==> config.mk <==
export PLATFORM = sky130hd
export DESIGN_NAME = gpt_partition_table_parser_top
export DESIGN_NICKNAME = d
export VERILOG_FILES = /design/src/design/gptp_pkg.sv /design/src/design/gpt_partition_table_parser_top.sv /design/src/design/gptp_front.sv /design/src/design/gptp_queue.sv /design/src/design/gptp_back.sv
export SDC_FILE = /design/constraint.sdc
export NUM_CORES = 2
export LEC_CHECK = 0
export ABC_AREA = 1
export BUFFER_PORTS_ARGS = -buffer_cell sky130_fd_sc_hd__clkbuf_2
export CAP_MARGIN = 25
export CORE_AREA = 2 2 379 456
export CTS_CLUSTER_SIZE = 8
export DETAILED_ROUTE_END_ITERATION = 12
export DIE_AREA = 0 0 381 458
export SETUP_SLACK_MARGIN = 0.3
export SLEW_MARGIN = 20
export SYNTH_ARGS = -nofsm -noshare
export SYNTH_HDL_FRONTEND = slang
export SYNTH_SLANG_ARGS = --single-unit
==> constraint.sdc <==
create_clock -name clk -period 20.5 [get_ports clk]
set_input_delay 6.15 -clock clk [delete_from_list [all_inputs] [get_ports clk]]
set_output_delay 6.15 -clock clk [all_outputs]
set_load 0.05 [all_outputs]
==> src/design/gptp_pkg.sv <==
// Shared types and constants for the GPT partition table parser.
package gptp_pkg;

	localparam int SECTOR_BYTES_DEF = 512;
	localparam int MAX_ENTRIES_DEF  = 128;
	localparam int NAME_CAP_DEF     = 32;
	localparam int QUEUE_DEPTH_DEF  = 4;

	localparam int MIN_HEADER = 92;
	localparam int MIN_ENTRY  = 128;

	localparam logic [7:0] SIG_BYTES [8] = '{
		8'h45, 8'h46, 8'h49, 8'h20, 8'h50, 8'h41, 8'h52, 8'h54
	};

	typedef enum logic [1:0] {
		KIND_HEADER = 2'd0,
		KIND_NAME   = 2'd1,
		KIND_RECORD = 2'd2,
		KIND_DONE   = 2'd3
	} kind_t;

	// Everything one input byte produces: up to three results.
	typedef struct packed {
		logic        has_hdr;
		logic        has_name;
		logic        has_rec;
		logic        has_done;
		logic        hdr_ok;
		logic [63:0] table_lba;
		logic [7:0]  entry_count;
		logic [31:0] entry_bytes;
		logic [6:0]  name_char;
		logic [6:0]  part_index;
		logic [63:0] part_start;
		logic [63:0] part_end;
		logic [31:0] part_sectors;
		logic [7:0]  found;
	} bundle_t;

	typedef struct packed {
		kind_t       kind;
		logic        header_valid;
		logic [63:0] table_lba;
		logic [7:0]  entry_count;
		logic [31:0] entry_bytes;
		logic [6:0]  partition_index;
		logic [63:0] part_start;
		logic [63:0] part_end;
		logic [31:0] part_sectors;
		logic [6:0]  name_char;
		logic [7:0]  found_count;
		logic        last;
	} result_t;

	typedef struct packed {
		logic full;
		logic empty;
	} q_status_t;

endpackage

==> src/design/gpt_partition_table_parser_top.sv <==
// Top level of the GPT partition table parser.
// The parser takes one stream byte per cycle while byte_stall is low: a header sector,
// then the entry array. A byte that yields one to three results pushes a bundle into
// a four-deep queue; the output drain hands out one result per cycle while result_stall
// is low. A byte that yields two or three results (header end, last byte of an entry)
// holds the queue head until all are drained; byte_stall rises only when the queue is
// full, so the input runs at one byte per cycle whenever result_stall stays low.
// part_limit is written through the cfg channel, which is always ready; write it only
// while the block is idle.
module gpt_partition_table_parser_top #(
	parameter int SECTOR_BYTES = gptp_pkg::SECTOR_BYTES_DEF,
	parameter int MAX_ENTRIES  = gptp_pkg::MAX_ENTRIES_DEF,
	parameter int NAME_CAP     = gptp_pkg::NAME_CAP_DEF,
	parameter int QUEUE_DEPTH  = gptp_pkg::QUEUE_DEPTH_DEF
) (
	input  logic        clk,
	input  logic        arst_n,
	input  logic        cfg_valid,
	output logic        cfg_ready,
	input  logic [7:0]  part_limit,
	input  logic        byte_valid,
	output logic        byte_stall,
	input  logic [7:0]  data_byte,
	input  logic        start_of_header,
	output logic        result_valid,
	input  logic        result_stall,
	output logic [1:0]  kind,
	output logic        header_valid,
	output logic [63:0] table_lba,
	output logic [7:0]  entry_count,
	output logic [31:0] entry_bytes,
	output logic [6:0]  partition_index,
	output logic [63:0] part_start,
	output logic [63:0] part_end,
	output logic [31:0] part_sectors,
	output logic [6:0]  name_char,
	output logic [7:0]  found_count,
	output logic        last
);

	logic                cfg_write;
	logic [7:0]          limit_q;
	logic                take, push, pop;
	gptp_pkg::bundle_t   bundle, head;
	gptp_pkg::q_status_t qstat;
	gptp_pkg::result_t   res_q;

	assign cfg_ready  = 1'b1;
	assign byte_stall = qstat.full;
	assign take       = byte_valid && !byte_stall;
	assign cfg_write  = cfg_valid && cfg_ready;

	always_ff @(posedge clk or negedge arst_n) begin
		if (!arst_n)
			limit_q <= 8'd128;
		else if (cfg_write)
			limit_q <= part_limit;
	end

	gptp_front #(
		.SECTOR_BYTES (SECTOR_BYTES),
		.MAX_ENTRIES  (MAX_ENTRIES),
		.NAME_CAP     (NAME_CAP)
	) u_front (
		.clk             (clk),
		.arst_n          (arst_n),
		.take            (take),
		.data_byte       (data_byte),
		.start_of_header (start_of_header),
		.part_limit      (limit_q),
		.push            (push),
		.bundle          (bundle)
	);

	gptp_queue #(
		.DEPTH (QUEUE_DEPTH)
	) u_queue (
		.clk    (clk),
		.arst_n (arst_n),
		.push   (push),
		.din    (bundle),
		.pop    (pop),
		.dout   (head),
		.status (qstat)
	);

	gptp_back u_back (
		.clk          (clk),
		.arst_n       (arst_n),
		.head         (head),
		.qstat        (qstat),
		.pop          (pop),
		.result_stall (result_stall),
		.result_valid (result_valid),
		.res_q        (res_q)
	);

	assign kind            = res_q.kind;
	assign header_valid    = res_q.header_valid;
	assign table_lba       = res_q.table_lba;
	assign entry_count     = res_q.entry_count;
	assign entry_bytes     = res_q.entry_bytes;
	assign partition_index = res_q.partition_index;
	assign part_start      = res_q.part_start;
	assign part_end        = res_q.part_end;
	assign part_sectors    = res_q.part_sectors;
	assign name_char       = res_q.name_char;
	assign found_count     = res_q.found_count;
	assign last            = res_q.last;

endmodule

==> src/design/gptp_front.sv <==
// Byte parser: walks header and entry array, builds one result bundle per byte.
module gptp_front #(
	parameter int SECTOR_BYTES = gptp_pkg::SECTOR_BYTES_DEF,
	parameter int MAX_ENTRIES  = gptp_pkg::MAX_ENTRIES_DEF,
	parameter int NAME_CAP     = gptp_pkg::NAME_CAP_DEF
) (
	input  logic                clk,
	input  logic                arst_n,
	input  logic                take,
	input  logic [7:0]          data_byte,
	input  logic                start_of_header,
	input  logic [7:0]          part_limit,
	output logic                push,
	output gptp_pkg::bundle_t   bundle
);

	localparam int HOFF_W = $clog2(SECTOR_BYTES);
	localparam int NL_W   = $clog2(NAME_CAP);

	typedef enum logic [3:0] {
		PH_IDLE   = 4'b0001,
		PH_HEADER = 4'b0010,
		PH_TABLE  = 4'b0100,
		PH_DONE   = 4'b1000
	} phase_t;

	phase_t            phase_q, phase_n, ph;
	logic [HOFF_W-1:0] hoff_q, hoff_n, ho;
	logic              sig_ok_q, sig_ok_n, so;
	logic [31:0]       hdr_len_q, hdr_len_n;
	logic [63:0]       arr_lba_q, arr_lba_n;
	logic [31:0]       left_q, left_n;
	logic [31:0]       ent_len_q, ent_len_n;
	logic [31:0]       eoff_q, eoff_n;
	logic [7:0]        num_q, num_n;
	logic [7:0]        rep_q, rep_n;
	logic              tn_q, tn_n;
	logic [63:0]       start_q, start_n;
	logic [63:0]       end_q, end_n;
	logic [NL_W-1:0]   nlen_q, nlen_n;
	logic              nend_q, nend_n;
	logic [7:0]        low_q, low_n;
	logic              ok;
	logic [31:0]       capped;
	logic [8:0]        rep_sum;
	logic [31:0]       span;

	always_comb begin
		phase_n   = phase_q;
		hoff_n    = hoff_q;
		sig_ok_n  = sig_ok_q;
		hdr_len_n = hdr_len_q;
		arr_lba_n = arr_lba_q;
		left_n    = left_q;
		ent_len_n = ent_len_q;
		eoff_n    = eoff_q;
		num_n     = num_q;
		rep_n     = rep_q;
		tn_n      = tn_q;
		start_n   = start_q;
		end_n     = end_q;
		nlen_n    = nlen_q;
		nend_n    = nend_q;
		low_n     = low_q;
		bundle    = '0;
		ok        = 1'b0;
		capped    = left_q;
		rep_sum   = {1'b0, rep_q} + 9'(tn_q);
		span      = end_q[31:0] - start_q[31:0] + 32'd1;
		ph        = start_of_header ? PH_HEADER : phase_q;
		ho        = start_of_header ? '0 : hoff_q;
		so        = start_of_header ? 1'b1 : sig_ok_q;

		if (take && ph == PH_HEADER) begin
			phase_n  = PH_HEADER;
			hoff_n   = ho + HOFF_W'(1);
			sig_ok_n = so;
			if (ho < HOFF_W'(8) && data_byte != gptp_pkg::SIG_BYTES[ho[2:0]])
				sig_ok_n = 1'b0;
			if (ho >= HOFF_W'(12) && ho < HOFF_W'(16))
				hdr_len_n[8*ho[1:0] +: 8] = data_byte;
			if (ho >= HOFF_W'(72) && ho < HOFF_W'(80))
				arr_lba_n[8*ho[2:0] +: 8] = data_byte;
			if (ho >= HOFF_W'(80) && ho < HOFF_W'(84))
				left_n[8*ho[1:0] +: 8] = data_byte;
			if (ho >= HOFF_W'(84) && ho < HOFF_W'(88))
				ent_len_n[8*ho[1:0] +: 8] = data_byte;
			if (ho == HOFF_W'(SECTOR_BYTES - 1)) begin
				hoff_n = ho;
				ok = so && hdr_len_q >= 32'(gptp_pkg::MIN_HEADER)
					&& ent_len_q >= 32'(gptp_pkg::MIN_ENTRY) && left_q != 32'd0;
				capped = (left_q > 32'(MAX_ENTRIES)) ? 32'(MAX_ENTRIES) : left_q;
				bundle.has_hdr     = 1'b1;
				bundle.hdr_ok      = ok;
				bundle.table_lba   = arr_lba_q;
				bundle.entry_count = ok ? capped[7:0] : 8'd0;
				bundle.entry_bytes = ent_len_q;
				left_n = capped;
				num_n  = '0;
				rep_n  = '0;
				eoff_n = '0;
				tn_n   = 1'b0;
				nlen_n = '0;
				nend_n = 1'b0;
				if (!ok || part_limit == 8'd0) begin
					bundle.has_done = 1'b1;
					phase_n = PH_DONE;
				end else begin
					phase_n = PH_TABLE;
				end
			end
		end else if (take && ph == PH_TABLE) begin
			if (eoff_q < 32'd16) begin
				if (data_byte != 8'd0)
					tn_n = 1'b1;
			end else if (eoff_q[31:3] == 29'd4) begin
				start_n[8*eoff_q[2:0] +: 8] = data_byte;
			end else if (eoff_q[31:3] == 29'd5) begin
				end_n[8*eoff_q[2:0] +: 8] = data_byte;
			end else if (eoff_q >= 32'd56 && eoff_q < 32'd128) begin
				if (!eoff_q[0]) begin
					low_n = data_byte;
				end else if (tn_q && !nend_q) begin
					if (data_byte == 8'd0 && low_q == 8'd0) begin
						nend_n = 1'b1;
					end else if (data_byte == 8'd0 && !low_q[7]
						&& nlen_q < NL_W'(NAME_CAP - 1)) begin
						bundle.has_name  = 1'b1;
						bundle.name_char = low_q[6:0];
						nlen_n = nlen_q + NL_W'(1);
					end
				end
			end

			if (eoff_q == ent_len_q - 32'd1) begin
				if (tn_q) begin
					bundle.has_rec      = 1'b1;
					bundle.part_index   = num_q[6:0];
					bundle.part_start   = start_q;
					bundle.part_end     = end_q;
					bundle.part_sectors = span;
				end
				rep_n  = rep_sum[7:0];
				num_n  = num_q + 8'd1;
				left_n = left_q - 32'd1;
				eoff_n = '0;
				tn_n   = 1'b0;
				nlen_n = '0;
				nend_n = 1'b0;
				if (left_q == 32'd1 || rep_sum >= {1'b0, part_limit}) begin
					bundle.has_done = 1'b1;
					bundle.found    = rep_sum[7:0];
					phase_n = PH_DONE;
				end
			end else begin
				eoff_n = eoff_q + 32'd1;
			end
		end
	end

	assign push = take && (bundle.has_hdr || bundle.has_name
		|| bundle.has_rec || bundle.has_done);

	always_ff @(posedge clk or negedge arst_n) begin
		if (!arst_n) begin
			phase_q  <= PH_IDLE;
			hoff_q   <= '0;
			sig_ok_q <= 1'b1;
			eoff_q   <= '0;
			num_q    <= '0;
			rep_q    <= '0;
			tn_q     <= 1'b0;
			nlen_q   <= '0;
			nend_q   <= 1'b0;
		end else begin
			phase_q  <= phase_n;
			hoff_q   <= hoff_n;
			sig_ok_q <= sig_ok_n;
			eoff_q   <= eoff_n;
			num_q    <= num_n;
			rep_q    <= rep_n;
			tn_q     <= tn_n;
			nlen_q   <= nlen_n;
			nend_q   <= nend_n;
		end
	end

	// header and entry fields: every byte is rewritten before it is read
	always_ff @(posedge clk) begin
		hdr_len_q <= hdr_len_n;
		arr_lba_q <= arr_lba_n;
		left_q    <= left_n;
		ent_len_q <= ent_len_n;
		start_q   <= start_n;
		end_q     <= end_n;
		low_q     <= low_n;
	end

	a_hdr_rec_apart: assert property (@(posedge clk) disable iff (!arst_n)
		push |-> !(bundle.has_hdr && bundle.has_rec))
		else $error("header and record in one bundle");

	a_done_stops: assert property (@(posedge clk) disable iff (!arst_n)
		(push && bundle.has_done) |=> phase_q == PH_DONE)
		else $error("done result without done phase");

endmodule

==> src/design/gptp_queue.sv <==
// Short bundle queue between the parser and the result drain.
module gptp_queue #(
	parameter int DEPTH = gptp_pkg::QUEUE_DEPTH_DEF
) (
	input  logic                 clk,
	input  logic                 arst_n,
	input  logic                 push,
	input  gptp_pkg::bundle_t    din,
	input  logic                 pop,
	output gptp_pkg::bundle_t    dout,
	output gptp_pkg::q_status_t  status
);

	localparam int PW = (DEPTH > 1) ? $clog2(DEPTH) : 1;
	localparam int CW = $clog2(DEPTH + 1);

	gptp_pkg::bundle_t slot_q [DEPTH];
	logic [PW-1:0]     wr_q, rd_q;
	logic [CW-1:0]     cnt_q;

	assign dout         = slot_q[rd_q];
	assign status.full  = (cnt_q == CW'(DEPTH));
	assign status.empty = (cnt_q == '0);

	always_ff @(posedge clk) begin
		if (push)
			slot_q[wr_q] <= din;
	end

	always_ff @(posedge clk or negedge arst_n) begin
		if (!arst_n) begin
			wr_q  <= '0;
			rd_q  <= '0;
			cnt_q <= '0;
		end else begin
			if (push)
				wr_q <= (wr_q == PW'(DEPTH - 1)) ? '0 : wr_q + PW'(1);
			if (pop)
				rd_q <= (rd_q == PW'(DEPTH - 1)) ? '0 : rd_q + PW'(1);
			if (push && !pop)
				cnt_q <= cnt_q + CW'(1);
			else if (pop && !push)
				cnt_q <= cnt_q - CW'(1);
		end
	end

	a_no_overflow: assert property (@(posedge clk) disable iff (!arst_n)
		push |-> !status.full)
		else $error("push into full queue");

	a_no_underflow: assert property (@(posedge clk) disable iff (!arst_n)
		pop |-> !status.empty)
		else $error("pop from empty queue");

endmodule

==> src/design/gptp_back.sv <==
// Result drain: splits each queued bundle into single results on the output register.
module gptp_back (
	input  logic                 clk,
	input  logic                 arst_n,
	input  gptp_pkg::bundle_t    head,
	input  gptp_pkg::q_status_t  qstat,
	output logic                 pop,
	input  logic                 result_stall,
	output logic                 result_valid,
	output gptp_pkg::result_t    res_q
);

	logic [3:0]        sent_q;
	logic [3:0]        pending, pick;
	logic              load, is_last;
	gptp_pkg::result_t res;

	assign load    = !result_valid || !result_stall;
	assign pending = {head.has_done, head.has_rec, head.has_name, head.has_hdr} & ~sent_q;

	always_comb begin
		pick = 4'b0000;
		res  = '0;
		priority if (pending[0]) begin
			pick = 4'b0001;
			res.kind         = gptp_pkg::KIND_HEADER;
			res.header_valid = head.hdr_ok;
			res.table_lba    = head.table_lba;
			res.entry_count  = head.entry_count;
			res.entry_bytes  = head.entry_bytes;
		end else if (pending[1]) begin
			pick = 4'b0010;
			res.kind      = gptp_pkg::KIND_NAME;
			res.name_char = head.name_char;
		end else if (pending[2]) begin
			pick = 4'b0100;
			res.kind            = gptp_pkg::KIND_RECORD;
			res.partition_index = head.part_index;
			res.part_start      = head.part_start;
			res.part_end        = head.part_end;
			res.part_sectors    = head.part_sectors;
		end else begin
			pick = 4'b1000;
			res.kind        = gptp_pkg::KIND_DONE;
			res.found_count = head.found;
		end
		is_last  = ((pending & ~pick) == 4'b0000);
		res.last = is_last;
	end

	assign pop = load && !qstat.empty && is_last;

	always_ff @(posedge clk or negedge arst_n) begin
		if (!arst_n) begin
			result_valid <= 1'b0;
			sent_q       <= 4'b0000;
		end else if (load) begin
			result_valid <= !qstat.empty;
			if (!qstat.empty)
				sent_q <= is_last ? 4'b0000 : (sent_q | pick);
		end
	end

	always_ff @(posedge clk) begin
		if (load)
			res_q <= res;
	end

endmodule
==> results_dict.tcl <==
set metrics [dict create \
    layout_commonest_cell "nor2_1" \
    synth_top_family_by_area "simple AND/OR/NAND/NOR gates" \
    initial_core_util 0.448 \
    grt_overflow 0 \
    ant_nets 0 \
    met1_usage 0.295 \
    post-cts-setup-buffers 0 \
    num_rows 166 \
    worstPathMaxFanout 149 \
    numClockSinks 1836 \
    leakagePower_nw 30.3 \
    numCtsBuffers 280 \
    globalRouteMet3Util 0.0441 \
    synth_cells 6526 \
    drv_slew 0 \
    clk_path_buf_depth 4 \
    required_ns 20.99 \
    first_iter_violations 4197 \
    final_net_count 6993 \
    synth_compound_area_frac 0.0739 \
    synth_mux_area_frac 0.000296 \
    status "complete, no violations" \
    cts.htree.levels 5 \
    totalWireLength_mm 197 \
    clkPwrFrac 0.331 \
    first_pass_iters 6 \
    comb_power_share 0.277 \
    fin_skew_ns 0.0573 \
    io_pins 315 \
    dpl_cell_area_um2 79800 \
    cap_violations 0 \
    num_vias 48700 \
    ctsHoldBuffers 0 \
    die_h_um 458 \
    synth-seq-cells 1836 \
    fin_total_pwr_w 0.0120 \
    pwr-share-seq 0.392 \
    core-area_um2 170000 \
    vdd_drop_max_uv 125 \
    dp_hpwl_mm 123 \
    synth-simple-area-share 0.140 \
    antenna_found_initial 20 \
    area_delta_synth_final_pct 14.7 \
    synth-seq-area-share 0.718 \
    end_kind "register" \
    regArea_um2 54700 \
    critical-path-max-stage-delay_ns 0.84 \
    first_global_vias 47400 \
    dp_cells 8859 \
    rsz0062_at_grt "no" \
    syn_avg_cell_area_um2 11.7 \
    ys_async_sr_fraction 0.0479 \
    synth_area_um2 76200 \
    wl_per_cell_um 21.4 \
    fin_area_um2 87300 \
    synthFlopType "edfxtp_1" \
    internal_power_w 0.00769 \
    portBuffers 313 \
    synth_warnings 0 \
    slowest_stage "buf_4" \
    num-fill-cells 14600 \
    gp_congestion 0.921 \
    setup_tns_ns 0 \
    power.switching_w 0.00434 \
    setup_viol 0 \
    crit_buf_inv 8 \
    synth_edf_count 1748 \
    grtUsageTotal 0.222 \
    routed_via_density 5.28 \
    ys_types 56 \
    synth_xor_area_frac 0.0118 \
    hold_viol 0 \
    die-area_um2 174000 \
    p_sw_frac 0.361 \
    worst-slew-pin-transition_ns 1.20 \
    syn_nets 6644 \
    synthAdderAreaFrac 0.0160 \
    cp_top_family "buffers and inverters" \
    cts_resized 0 \
    clk_pin_slew_ns 0.05 \
    cts_root_buf "clkbuf_16" \
    top_usage_layer "met2" \
    critical_path_class "in2reg" \
    final_cell_mix "1825 x nor2_1, 1748 x edfxtp_1, 660 x o21ai_0, 451 x nand2_1, 441 x inv_1" \
    drcViolationCount 0 \
    period_share 0.555 \
    die_w_um 381 \
    finalCriticalPeriod_ns 11.38 \
    grt_pass1_wl_mm 294 \
    cts_tree "yes" \
    grt_max_degree 166 \
    drive_above_1_share 0.109 \
    cp_cell_sequence "clkbuf_2 > inv_2 > nand2_1 > inv_1 > ha_1 > nand2_1 > nor2_1 > nand3_1 > inv_2 > buf_4 > nand2_4 > inv_1 > nand2_1 > nand2_2 > nor2_1 > nor2_4 > buf_12 > buf_4" \
    hp-class "reg2reg" \
    multi_input_area_um2 18500 \
    use_met2 0.366 \
    crit_arrival_ns 11.87 \
    crit_path_frequent_cell "nand2_1" \
    clock.fmax_mhz 87.9 \
    start_kind "input pin" \
    final_cells 9210 \
    slew_headroom 0.202 \
    p_per_area_nw_per_um2 138 \
    clk_latency_ns 0.91 \
]
[worst paths after layout]
kind | startpoint | end | slack [ns] | cells after the start
max in group asynchronous | arst_n | u_front.eoff_q[24]$_DFFE_PN0P_ | 14.00 | 2
min in group asynchronous | arst_n | u_back.result_valid$_DFFE_PN0N_ | 5.14 | 1
max | start_of_header | u_queue.slot_q[0][198]$_DFFE_PP_ | 9.12 | 18
min | u_front.phase_q[0]$_DFFE_PN1P_ | u_front.phase_q[0]$_DFFE_PN1P_ | 0.45 | 2
min reg2reg | u_front.phase_q[0]$_DFFE_PN1P_ | u_front.phase_q[0]$_DFFE_PN1P_ | 0.45 | 2
max reg2reg | u_front.ent_len_q[1]$_DFFE_PP_ | u_queue.slot_q[0][198]$_DFFE_PP_ | 14.23 | 20
[through the flow]
stage	utilization	hold slack [ns]	setup WS, ns
final	0.514	0.453	9.12
after global routing	0.514	0.469	8.69
after CTS	0.514	0.454	9.11
after detailed placement	0.470	0.446	8.17
after global placement	0.470	0.444	8.34
after floorplan	-	0.432	-0.690
[cells by family (layout without fill, tap and decap cells)]
logic type / after synthesis / count (layout)
compound gates: 1087 / 1087
xor+xnor: 103 / 103
fa+ha+maj: 96 / 96
buf+inv: 755 / 1166
flops: 1836 / 1836
mux: 2 / 2
other cells: 1 / 6
simple gates: 2646 / 2646
[power groups by stage]
stage          Clock (W)  Sequential (W)  Combinational [W]
6_report         0.00398         0.00471            0.00334
5_1_grt          0.00421         0.00475            0.00361
4_1_cts          0.00406         0.00472            0.00338
3_5_place_dp           0         0.00478            0.00336
3_3_place_gp           0         0.00478            0.00333
2_1_floorplan          0         0.00573            0.00138
[synth_stat cells (3+ instances only)]
library cell  number  area, µm²
nand3b_1          15        113
o21ai_0          660       3300
nand4_1           28        175
nor4_1            18        113
buf_1             29        109
nand3_1          134        671
xnor2_1           31        272
dfstp_2            3       78.8
a21boi_0           3       22.5
a22o_1             8       70.1
o211ai_1           5       37.5
inv_2              3       11.3
xor2_1            72        631
buf_2              7       35.0
ha_1              94       1180
nand2_1          452       1700
clkbuf_1         240        901
o221ai_1           3       26.3
nor2_1          1829       6870
buf_6             20        225
nor2_2            46        288
buf_4              4       30.0
dfrtp_1           85       2130
nand2_2            9       56.3
nor2_4            14        158
o31ai_1            4       30.0
o21ai_1            3       15.0
o21a_1             9       67.6
edfxtp_1        1748      52500
a32o_1             6       60.1
a21oi_1          362       1810
nor3_1            88        440
o21bai_1           7       52.6
clkinv_1           8       30.0
inv_1            444       1670
a31oi_1            4       25.0
[routing by layer]
metal,vias up,routed length [µm]
li1,23100,-
met1,23700,83100
met2,1549,96000
met3,318,12200
met4,10,5470
met5,-,74
[registers in the layout (all words and copies together), names as in the netlist, 9 cells and up]
signal,cells
u_front.start_q,64
u_front.ent_len_q,32
u_front.arr_lba_q,64
u_front.eoff_q,32
u_back.res_q,290
u_front.hdr_len_q,30
u_front.hoff_q,9
u_front.left_q,32
u_front.end_q,64
u_queue.slot_q,1164
[tightest hold or removal path, cell delays in order (launching register included)]
cell and delay (ns):
dfstp_2 0.37, inv_1 0.04, nor2_1 0.04
[cell type report]
type                       instances  share of cell area
antenna                            5            0.000143
clock buffer                     335              0.0843
clock inverter                     9            0.000960
inverter                         455              0.0198
multi-input combinational       3935               0.212
sequential                      1836               0.626
tap                             2268              0.0325
timing repair buffer             367              0.0238
Note: power is estimated with default switching activity, not from simulation.
